<file path="src/design/afk_pkg.sv">
package afk_pkg;

    localparam int ANGLE_W      = 16;
    localparam int POS_W        = 20;
    localparam int SPD_W        = POS_W + 5;
    localparam int ACC_W        = POS_W + 12;
    localparam int CFG_W        = 10;
    localparam int CORDIC_STEPS = 16;
    localparam int STEP_W       = $clog2(CORDIC_STEPS);
    localparam int NUM_JOINTS   = 6;
    localparam int JOINT_W      = 3;
    localparam int NUM_ROT      = 9;
    localparam int ROT_W        = 4;
    localparam int NUM_AXES     = 3;
    localparam int AXIS_W       = 2;
    localparam int ZFRAC        = 28;
    localparam int ZSHIFT       = ZFRAC - (ANGLE_W - 4);
    localparam int Z_W          = 33;
    localparam int CX_W         = 32;
    localparam int CS_W         = 19;
    localparam int VEC_W        = 30;
    localparam int MUL_W        = CS_W + VEC_W;
    localparam int IN_W         = NUM_JOINTS * ANGLE_W;
    localparam int OUT_USED     = NUM_AXES * (2 * POS_W + SPD_W + ACC_W);
    localparam int OUT_W        = ((OUT_USED + 7) / 8) * 8;
    localparam int ADDR_W       = 4;

    localparam logic signed [Z_W-1:0]  PI_Z        = 33'sd843314857;
    localparam logic signed [Z_W-1:0]  TWO_PI_Z    = 33'sd1686629713;
    localparam logic signed [Z_W-1:0]  HALF_PI_Z   = 33'sd421657428;
    localparam logic signed [CX_W-1:0] CORDIC_GAIN = 32'sd163008219;

    localparam logic [CFG_W-1:0] RST_UPPER_ARM = 10'd275;
    localparam logic [CFG_W-1:0] RST_FOREARM   = 10'd270;
    localparam logic [CFG_W-1:0] RST_TOOL      = 10'd79;
    localparam logic [CFG_W-1:0] RST_RATE      = 10'd20;

    typedef enum logic [1:0] {
        REG_UPPER_ARM,
        REG_FOREARM,
        REG_TOOL,
        REG_RATE
    } t_reg_idx;

    typedef enum logic [3:0] {
        S_IDLE,
        S_LOAD,
        S_ITER,
        S_STORE,
        S_ROT1,
        S_ROT2,
        S_ROT3,
        S_SPD,
        S_ACC,
        S_FINISH
    } t_state;

    typedef enum logic [1:0] {
        ROT_A,
        ROT_B,
        ROT_C
    } t_rot_kind;

    typedef struct packed {
        logic               use_tool;
        logic [JOINT_W-1:0] joint;
        t_rot_kind          kind;
        logic               add_upper;
    } t_rot_info;

    typedef struct packed {
        logic [CFG_W-1:0] upper_arm;
        logic [CFG_W-1:0] forearm;
        logic [CFG_W-1:0] tool;
        logic [CFG_W-1:0] rate;
    } t_cfg;

    typedef struct packed {
        logic               accept;
        logic               cordic_load;
        logic               cordic_step;
        logic [STEP_W-1:0]  step;
        logic [JOINT_W-1:0] joint;
        logic               cs_store;
        logic               rot1;
        logic               rot2;
        logic               rot3;
        logic [ROT_W-1:0]   rot;
        logic               spd;
        logic               acc;
        logic [AXIS_W-1:0]  axis;
        logic               out_load;
    } t_cmd;

    typedef struct packed {
        logic out_full;
    } t_status;

    // atan(2^-i) in Q28
    function automatic logic signed [Z_W-1:0] atan_entry(input logic [STEP_W-1:0] i);
        case (i)
            4'd0:    atan_entry = 33'sd210828714;
            4'd1:    atan_entry = 33'sd124459457;
            4'd2:    atan_entry = 33'sd65760959;
            4'd3:    atan_entry = 33'sd33381290;
            4'd4:    atan_entry = 33'sd16755422;
            4'd5:    atan_entry = 33'sd8385879;
            4'd6:    atan_entry = 33'sd4193963;
            4'd7:    atan_entry = 33'sd2097109;
            4'd8:    atan_entry = 33'sd1048571;
            4'd9:    atan_entry = 33'sd524287;
            4'd10:   atan_entry = 33'sd262144;
            4'd11:   atan_entry = 33'sd131072;
            4'd12:   atan_entry = 33'sd65536;
            4'd13:   atan_entry = 33'sd32768;
            4'd14:   atan_entry = 33'sd16384;
            default: atan_entry = 33'sd8192;
        endcase
    endfunction

    // rotation schedule: flange chain first, then tool chain from joint six back to joint one
    function automatic t_rot_info rot_info(input logic [ROT_W-1:0] idx);
        t_rot_info r;
        r.use_tool  = 1'b1;
        r.add_upper = 1'b0;
        r.kind      = ROT_A;
        r.joint     = 3'd0;
        case (idx)
            4'd0: begin r.use_tool = 1'b0; r.joint = 3'd2; r.kind = ROT_A; r.add_upper = 1'b1; end
            4'd1: begin r.use_tool = 1'b0; r.joint = 3'd1; r.kind = ROT_B; end
            4'd2: begin r.use_tool = 1'b0; r.joint = 3'd0; r.kind = ROT_A; end
            4'd3: begin r.joint = 3'd5; r.kind = ROT_B; end
            4'd4: begin r.joint = 3'd4; r.kind = ROT_C; end
            4'd5: begin r.joint = 3'd3; r.kind = ROT_B; end
            4'd6: begin r.joint = 3'd2; r.kind = ROT_A; end
            4'd7: begin r.joint = 3'd1; r.kind = ROT_B; end
            default: begin r.joint = 3'd0; r.kind = ROT_A; end
        endcase
        return r;
    endfunction

endpackage

</file>
<file path="src/design/afk_ctrl.sv">
module afk_ctrl (
    input  logic              i_clk,
    input  logic              i_rst_n,
    input  logic              i_s_tvalid,
    input  afk_pkg::t_status  i_status,
    output logic              o_s_tready,
    output afk_pkg::t_cmd     o_cmd
);
    import afk_pkg::*;

    t_state             r_state, n_state;
    logic [JOINT_W-1:0] r_joint;
    logic [STEP_W-1:0]  r_step;
    logic [ROT_W-1:0]   r_rot;
    logic [AXIS_W-1:0]  r_axis;

    localparam logic [STEP_W-1:0]  LAST_STEP  = STEP_W'(CORDIC_STEPS - 1);
    localparam logic [JOINT_W-1:0] LAST_JOINT = JOINT_W'(NUM_JOINTS - 1);
    localparam logic [ROT_W-1:0]   LAST_ROT   = ROT_W'(NUM_ROT - 1);
    localparam logic [AXIS_W-1:0]  LAST_AXIS  = AXIS_W'(NUM_AXES - 1);

    always_comb begin
        n_state = r_state;
        unique case (r_state)
            S_IDLE:   if (i_s_tvalid) n_state = S_LOAD;
            S_LOAD:   n_state = S_ITER;
            S_ITER:   if (r_step == LAST_STEP) n_state = S_STORE;
            S_STORE:  n_state = (r_joint == LAST_JOINT) ? S_ROT1 : S_LOAD;
            S_ROT1:   n_state = S_ROT2;
            S_ROT2:   n_state = S_ROT3;
            S_ROT3:   n_state = (r_rot == LAST_ROT) ? S_SPD : S_ROT1;
            S_SPD:    n_state = S_ACC;
            S_ACC:    n_state = (r_axis == LAST_AXIS) ? S_FINISH : S_SPD;
            S_FINISH: if (!i_status.out_full) n_state = S_IDLE;
            default:  n_state = S_IDLE;
        endcase
    end

    always_comb begin
        o_cmd       = '0;
        o_cmd.joint = r_joint;
        o_cmd.step  = r_step;
        o_cmd.rot   = r_rot;
        o_cmd.axis  = r_axis;
        o_s_tready  = 1'b0;
        unique case (r_state)
            S_IDLE: begin
                o_s_tready   = 1'b1;
                o_cmd.accept = i_s_tvalid;
            end
            S_LOAD:   o_cmd.cordic_load = 1'b1;
            S_ITER:   o_cmd.cordic_step = 1'b1;
            S_STORE:  o_cmd.cs_store    = 1'b1;
            S_ROT1:   o_cmd.rot1        = 1'b1;
            S_ROT2:   o_cmd.rot2        = 1'b1;
            S_ROT3:   o_cmd.rot3        = 1'b1;
            S_SPD:    o_cmd.spd         = 1'b1;
            S_ACC:    o_cmd.acc         = 1'b1;
            S_FINISH: o_cmd.out_load    = ~i_status.out_full;
            default:  o_cmd.accept      = 1'b0;
        endcase
    end

    always_ff @(posedge i_clk) begin
        if (!i_rst_n) begin
            r_state <= S_IDLE;
            r_joint <= '0;
            r_step  <= '0;
            r_rot   <= '0;
            r_axis  <= '0;
        end else begin
            r_state <= n_state;
            case (r_state)
                S_IDLE: begin
                    r_joint <= '0;
                    r_step  <= '0;
                    r_rot   <= '0;
                    r_axis  <= '0;
                end
                S_ITER:  r_step  <= (r_step == LAST_STEP) ? '0 : r_step + 1'b1;
                S_STORE: r_joint <= r_joint + 1'b1;
                S_ROT3:  r_rot   <= r_rot + 1'b1;
                S_ACC:   r_axis  <= r_axis + 1'b1;
                default: r_rot   <= r_rot;
            endcase
        end
    end

endmodule

</file>
<file path="config.mk">
export PLATFORM = sky130hd
export DESIGN_NAME = afk_ctrl
export DESIGN_NICKNAME = d
export VERILOG_FILES = /design/src/design/afk_pkg.sv /design/src/design/afk_ctrl.sv
export SDC_FILE = /design/constraint.sdc
export NUM_CORES = 1
export LEC_CHECK = 0
export CAP_MARGIN = 0
export CORE_MARGIN = 2
export CORE_UTILIZATION = 44
export CTS_BUF_LIST = sky130_fd_sc_hd__clkbuf_16
export DETAILED_ROUTE_END_ITERATION = 10
export DONT_BUFFER_PORTS = 1
export PLACE_DENSITY = 0.55
export SYNTH_ARGS = -nofsm -noshare
export SYNTH_HDL_FRONTEND = slang
export SYNTH_SLANG_ARGS = --single-unit
export TNS_END_PERCENT = 1
</file>
<file path="constraint.sdc">
create_clock -name i_clk -period 4.5 [get_ports i_clk]
set_clock_uncertainty 0.15 [all_clocks]
set_input_delay 0.225 -clock i_clk [delete_from_list [all_inputs] [get_ports i_clk]]
set_output_delay 0.225 -clock i_clk [all_outputs]
set_load 0.01 [all_outputs]
</file>
==> results of run 1 <==
-- power breakdown --
group	internal, uW	switching (uW)	leakage, uW	total, uW
sequential	155	13.3	0.000138	169
clock	118	58.5	0.0000423	177
combinational	25.8	42.9	0.000247	68.7
-- metrics by stage --
stage / instances / worst slack [ns] / instance area, sq um / power [uW] / utilization (%)
floorplan: 130 / 2.952 / 1023 / 226.4 / -
global placement: 151 / 2.716 / 1022 / 237.4 / 46.21
detailed placement: 151 / 2.676 / 1022 / 237.9 / 46.21
CTS: 156 / 2.453 / 1111 / 416.4 / 50.23
global route: 156 / 2.363 / 1111 / 435.9 / 50.23
finish: 156 / 2.447 / 1111 / 413.9 / 50.23
-- worst max-delay path by stage --
stage                 endpoint  cells past startpoint       start
detailed placement    r_rot[0]                      6  r_state[3]
finish               o_cmd[22]                      3  r_state[1]
CTS                  o_cmd[22]                      3  r_state[1]
global route         o_cmd[22]                      3  r_state[1]
global placement    r_state[3]                      5  r_state[3]
floorplan            o_cmd[22]                      4  r_state[3]
-- synth_stat cells, types with 5 or more instances --
master,n
dfxtp_1,17
nor2_1,12
nand2_1,11
o21ai_0,9
nand3_1,8
a21boi_0,6
ha_1,6
inv_1,6
a21oi_1,5
and2_1,5
nor3_1,5
-- cells by family after synthesis --
logic type	count (synthesis)	share of synthesized area [%]
flip-flops	17	33.25
adder cells (fa/ha/maj)	6	7.335
AO/OA/AOI/OAI	32	20.42
XOR/XNOR	1	0.8559
AND/OR/NAND/NOR	60	32.03
buffers and inverters	14	6.111
-- worst reg2reg max path, stage by stage, from the launching register on --
cell and delay (ns):
dfxtp_1 0.66, and2b_1 0.29, nand3b_2 0.13, inv_2 0.09, nor2_1 0.19, nand2_1 0.07
a21boi_0 0.18
-- timing repair --
item	CTS	global route
endpoints found under the hold margin	17	0
hold buffers	1	0
gates resized for setup	0	0
-- sequential cells by signal (all words and copies together), names as in the netlist --
name	cells
r_axis	2
r_joint	3
r_rot	4
r_state	4
r_step	4
-- per-layer routing --
layer / global-route usage (%) / vias up
met4: 6.410 / 0
li1: - / 456
met1: 22.24 / 420
met5: 0 / -
met3: 5.714 / 2
met2: 31.86 / 30
-- cell type report --
type	count	area, sq um	area share (%)
timing repair buffer	1	10.01	0.9009
sequential	17	340.3	30.63
clock buffer	3	75.07	6.757
tap	28	35.03	3.153
clock inverter	1	3.754	0.3378
inverter	7	26.28	2.365
multi-input combinational	99	620.6	55.86
-- cell usage in the layout, fill, tap and decap left out, drive strengths merged, types with 3 or more instances in the layout --
| cell type | instances |
|---|---|
| a21boi | 7 |
| a21oi | 5 |
| and2 | 5 |
| clkbuf | 3 |
| dfxtp | 17 |
| ha | 6 |
| inv | 8 |
| nand2 | 11 |
| nand2b | 3 |
| nand3 | 9 |
| nand3b | 5 |
| nor2 | 13 |
| nor3 | 5 |
| o21ai | 12 |
==> metrics.csv, run 1 <==
stage;metric;value;unit
layout;syn2layout_area_growth;8.558;%
placed_design;routabilityCongestion;0.7929;
layout;final_layout_size_suffix_gt1_share;7.813;%
sta;finalHoldViolations;0;
global_route;gr-total-overflow;0;
global_route;grt_max_degree;19;
setup_path;rr_startpoint;r_state[3];
clock_network;clkTransAtPathRegs;0.05;ns
worst_hold_path;holdPathEnd;r_state[0];
floorplanning;ioPinCount;28;
clock_network;htreeDepth;1;
floorplanning;die_area;2728;sq um
layout;antenna_cells;0;
setup_path;r2r-end;r_rot[0];
floorplanning;row_count;17;
clock_network;cts_tree;done;
setup_path;worst_path_max_delay_cell;or4_4;
floorplanning;die_w;52.23;um
outcome;status;finished, final reports clean;
routing;drt_wl_total;2342;um
placed_design;port_buffers;0;
global_route;antenna_found_initial;0;
setup_path;startpoint_type;flop;
logic_synthesis;syn-cell-area;1023;sq um
clock_network;cts_setup_buffers;0;
setup_path;reg2reg_slack;2.65;ns
setup_path;reg2regPathDepth;6;
routing;wire_per_inst;15.01;um
pwr;power.static_leakage;0.0004272;uW
layout;fillCellCount;232;
sta;finalSetupTns;0;ns
sta;rsz0062_at_grt;no;
routing;routed_via_density;5.821;
sta;period_minus_slack;2.053;ns
routing;met1_length;1065;um
sta;fmax;0.4871;GHz
setup_path;path_cells;or4_4 -> inv_1 -> and2_1;
setup_path;cpPeakStageDelay;0.58;ns
logic_synthesis;synth_edf_count;0;
logic_synthesis;synth.distinct_cells;38;
routing;ant_nets;0;
global_route;grt_pass1_vias;839;
pwr;power.density;372.5;nW/um^2
logic_synthesis;synthFlopType;dfxtp_1;
logic_synthesis;syn_area_per_cell;7.873;sq um
logic_synthesis;ys_seq_area_share;33.25;%
clock_network;cts_buffer_depth;2;
routing;met3_length;161;um
setup_path;crit_path_end_kind;output pin;
logic_synthesis;ys_top_cells_by_area;dfxtp_1 (33%), ha_1 (7.3%), o21ai_0 (4.4%);
setup_path;cp.arrival;1.68;ns
global_route;grt_first_pass_wirelength;3795;um
sta;post-route-period-util;45.62;%
global_route;grt_util_all_layers;18.71;%
sta;drv_slew;0;
routing;drtIter0Drc;13;
clock_network;cts_buffers;3;
logic_synthesis;ys.warnings.count;0;
clock_network;clock_sinks;17;
placed_design;hpwl;1683;um
routing;vias;908;
routing;routed-wl-met2;1099;um
sta;slew_headroom;58.32;%
clock_network;cts-root-buf;clkbuf_16;
worst_hold_path;worstHoldStart;i_status;
worst_hold_path;min_path_cells;3;
sta;hold_ws;0.07919;ns
setup_path;cpLargestDelayFamily;simple AND/OR/NAND/NOR gates;
layout;fin_nets;139;
setup_path;path_buf_inv;1;
sta;setup_viol;0;
setup_path;critPathRequiredTime;4.12;ns
floorplanning;start_util;46.27;%
flow_run;drv_cap;0;
setup_path;cp_max_fo;16;
logic_synthesis;syn_nets;140;
floorplanning;core;2212;sq um
logic_synthesis;synth_top_area_cell;dfxtp_1;
logic_synthesis;synth_seq_cells;17;
routing;drc_errors;0;
sta;max_slew.worst_pin.slew;0.6165;ns
worst_hold_path;hp-class;input port to flop;
setup_path;crit_type;flop to output pin;
clock_network;clk_latency;0.25;ns
pwr;peakVddDrop;0.1878;mV
routing;drtPass1Iterations;4;
routing;dr.max_layer_used;met4;
logic_synthesis;yosysTopAreaCellShare;33.25;%
logic_synthesis;async_flop_share;0;%
logic_synthesis;synthCells;130;
floorplanning;die_h;52.23;um
(Power assumes the default switching activity.)
==> run 2: changes to the inputs <==
--- a/config.mk
+++ b/config.mk
@@ -11,7 +11,7 @@
 export CTS_BUF_LIST = sky130_fd_sc_hd__clkbuf_16
 export DETAILED_ROUTE_END_ITERATION = 10
 export DONT_BUFFER_PORTS = 1
-export PLACE_DENSITY = 0.55
+export PLACE_DENSITY = 0.57
 export SYNTH_ARGS = -nofsm -noshare
 export SYNTH_HDL_FRONTEND = slang
 export SYNTH_SLANG_ARGS = --single-unit
==> constraint.sdc (replaced) <==
create_clock -name i_clk -period 1.82 [get_ports i_clk]
set_clock_uncertainty 0.15 [all_clocks]
set_input_delay 0.091 -clock i_clk [delete_from_list [all_inputs] [get_ports i_clk]]
set_output_delay 0.091 -clock i_clk [all_outputs]
set_load 0.01 [all_outputs]
==> run 2 against run 1 <==
Register-to-register slack got worse by 2.5 ns. Design area grew 11%. Critical path depth grew 1. Sequential power increased by 140%. Worst hold slack improved by 0.0097 ns. Critical endpoint unchanged. Largest cell class unchanged. Highest routed layer unchanged.
==> metrics.csv, run 2 (same netlist as run 1, synthesis figures left out) <==
stage;metric;value;unit
floorplanning;die_h;52.23;um
global_route;grt.busiest_layer;met2;
setup_path;r2r-end;r_state[0];
clock_network;htreeDepth;1;
setup_path;critPathRequiredTime;1.58;ns
pwr;power.static_leakage;0.0005021;uW
global_route;gr-total-overflow;0;
setup_path;reg2reg_slack;0.16;ns
sta;finalWorstSetupSlack;0.03735;ns
pwr;power.density;876.8;nW/um^2
clock_network;clk_latency;0.25;ns
clock_network;clock_sinks;17;
sta;period_minus_slack;1.783;ns
layout;final_common_cell;dfxtp_1;
routing;vias;939;
global_route;antenna_found_initial;0;
routing;drt_wl_total;2458;um
routing;routed_via_density;5.524;
placed_design;pre_cts_ws;0.1482;ns
global_route;grt_pass1_vias;902;
sta;max_slew.worst_pin.slew;0.5184;ns
sta;setup_viol;0;
global_route;met2_usage;33.12;%
routing;drtPass1Iterations;4;
global_route;grt_first_pass_wirelength;3933;um
floorplanning;core;2212;sq um
layout;top_regs;r_rot (4), r_state (4), r_step (4);
placed_design;hpwl;1750;um
routing;drc_errors;0;
sta;drv_slew;0;
layout;final_cells;170;
setup_path;reg2regPathDepth;5;
routing;ant_nets;0;
flow_run;drv_cap;0;
routing;wire_per_inst;14.46;um
placed_design;routabilityCongestion;0.9171;
setup_path;rr_startpoint;r_state[0];
worst_hold_path;hp-class;input port to output pin;
setup_path;startpoint_type;flop;
clock_network;clkTransAtPathRegs;0.05;ns
sta;rsz0062_at_grt;no;
clock_network;cts_buffer_depth;2;
setup_path;cp.arrival;1.54;ns
layout;layout.cells.most_common_list;dfxtp_1 (14), buf_4 (13), nor2_1 (12);
floorplanning;die_w;52.23;um
sta;finalHoldViolations;0;
worst_hold_path;holdPathEnd;o_cmd[0];
clock_network;cts-root-buf;clkbuf_16;
global_route;met3_usage;4.857;%
clock_network;cts_buffers;3;
setup_path;crit_type;flop to output pin;
worst_hold_path;min_path_cells;1;
global_route;grtUsageMet1;23.73;%
sta;slew_headroom;65.33;%
setup_path;path_buf_inv;2;
setup_path;cp_max_fo;12;
layout;antenna_cells;0;
sta;post-route-period-util;97.95;%
placed_design;port_buffers;0;
setup_path;worst_path_max_delay_cell;or4_4;
setup_path;path_cells;or4_4 -> inv_4 -> buf_4 -> and2_4;
pwr;peakVddDrop;0.4581;mV
setup_path;cpLargestDelayFamily;simple AND/OR/NAND/NOR gates;
setup_path;crit_path_end_kind;output pin;
global_route;grt_max_degree;18;
global_route;grt_util_all_layers;19.77;%
clock_network;cts_tree;done;
floorplanning;start_util;46.27;%
floorplanning;die_area;2728;sq um
setup_path;cpPeakStageDelay;0.57;ns
layout;syn2layout_area_growth;20.29;%
sta;fmax;0.5610;GHz
floorplanning;row_count;17;
placed_design;dp.cells;162;
floorplanning;ioPinCount;28;
layout;final_layout_size_suffix_gt1_share;20.42;%
outcome;status;finished, final reports clean;
worst_hold_path;worstHoldStart;i_status;
sta;finalSetupTns;0;ns
routing;drtIter0Drc;14;
layout;fin_nets;153;
run 2: cell count changes in the layout (fill, tap and decap cells not counted):
cell           previous run  this run
clkinv_2                  0         1
dfxtp_4                   0         1
dfxtp_2                   0         2
buf_4                     0        13
inv_1                     7         5
dfxtp_1                  17        14
inv_4                     0         1
dlygate4sd3_1             1         2
and2_4                    0         1
and2_1                    5         4
run 2: how the worst max path moves through the flow:
stage / from / end / slack, ns / cells past startpoint
CTS: r_state[2] / o_cmd[22] / 0.01 / 4
global placement: r_state[1] / r_state[0] / 0.16 / 6
floorplan: r_state[2] / r_joint[2] / 0.30 / 6
detailed placement: r_state[0] / r_state[0] / 0.15 / 5
finish: r_state[0] / o_cmd[22] / 0.04 / 4
global route: r_state[0] / o_cmd[22] / 0.001 / 4
run 2: power breakdown:
| part | leakage, uW | switching, uW | total (uW) | internal (uW) |
|---|---|---|---|---|
| Clock | 0.0000409 | 159 | 453 | 295 |
| Sequential | 0.000139 | 23.1 | 409 | 386 |
| Combinational | 0.000322 | 125 | 217 | 91.6 |
run 2: cell type report:
cell class / instances / area [sq um]
well taps: 28 / 35.03
multi-input cells: 99 / 623.1
repair buffers: 15 / 117.6
fillers: 220 / 980.9
clock inverters: 1 / 5.005
flip-flops and latches: 17 / 346.6
inverters: 7 / 28.78
clock buffers: 3 / 75.07
run 2: per-stage QoR:
stage          utilization, %  hold slack [ns]  total power [uW]  cell area [sq um]
2_1_floorplan               -          0.07931             559.7               1023
3_3_place_gp            49.94          0.06576             598.1               1105
3_5_place_dp            49.94          0.06943             600.5               1105
4_1_cts                 54.64          0.08943              1064               1209
5_1_grt                 55.66          0.09212              1132               1231
6_report                55.66          0.08885              1080               1231
run 2: timing repair:
action	in CTS	in global routing
endpoints found under the hold margin	17	0
pin swaps	0	1
hold buffers	2	0
setup buffers	0	2
endpoints found under the setup margin	1	1
gates resized for setup	4	3
run 2: layer usage:
| metal | up-vias | wire [um] |
|---|---|---|
| met3 | 5 | 153 |
| met2 | 30 | 1114 |
| li1 | 480 | - |
| met4 | 0 | 44 |
| met1 | 424 | 1146 |
| met5 | - | 0 |
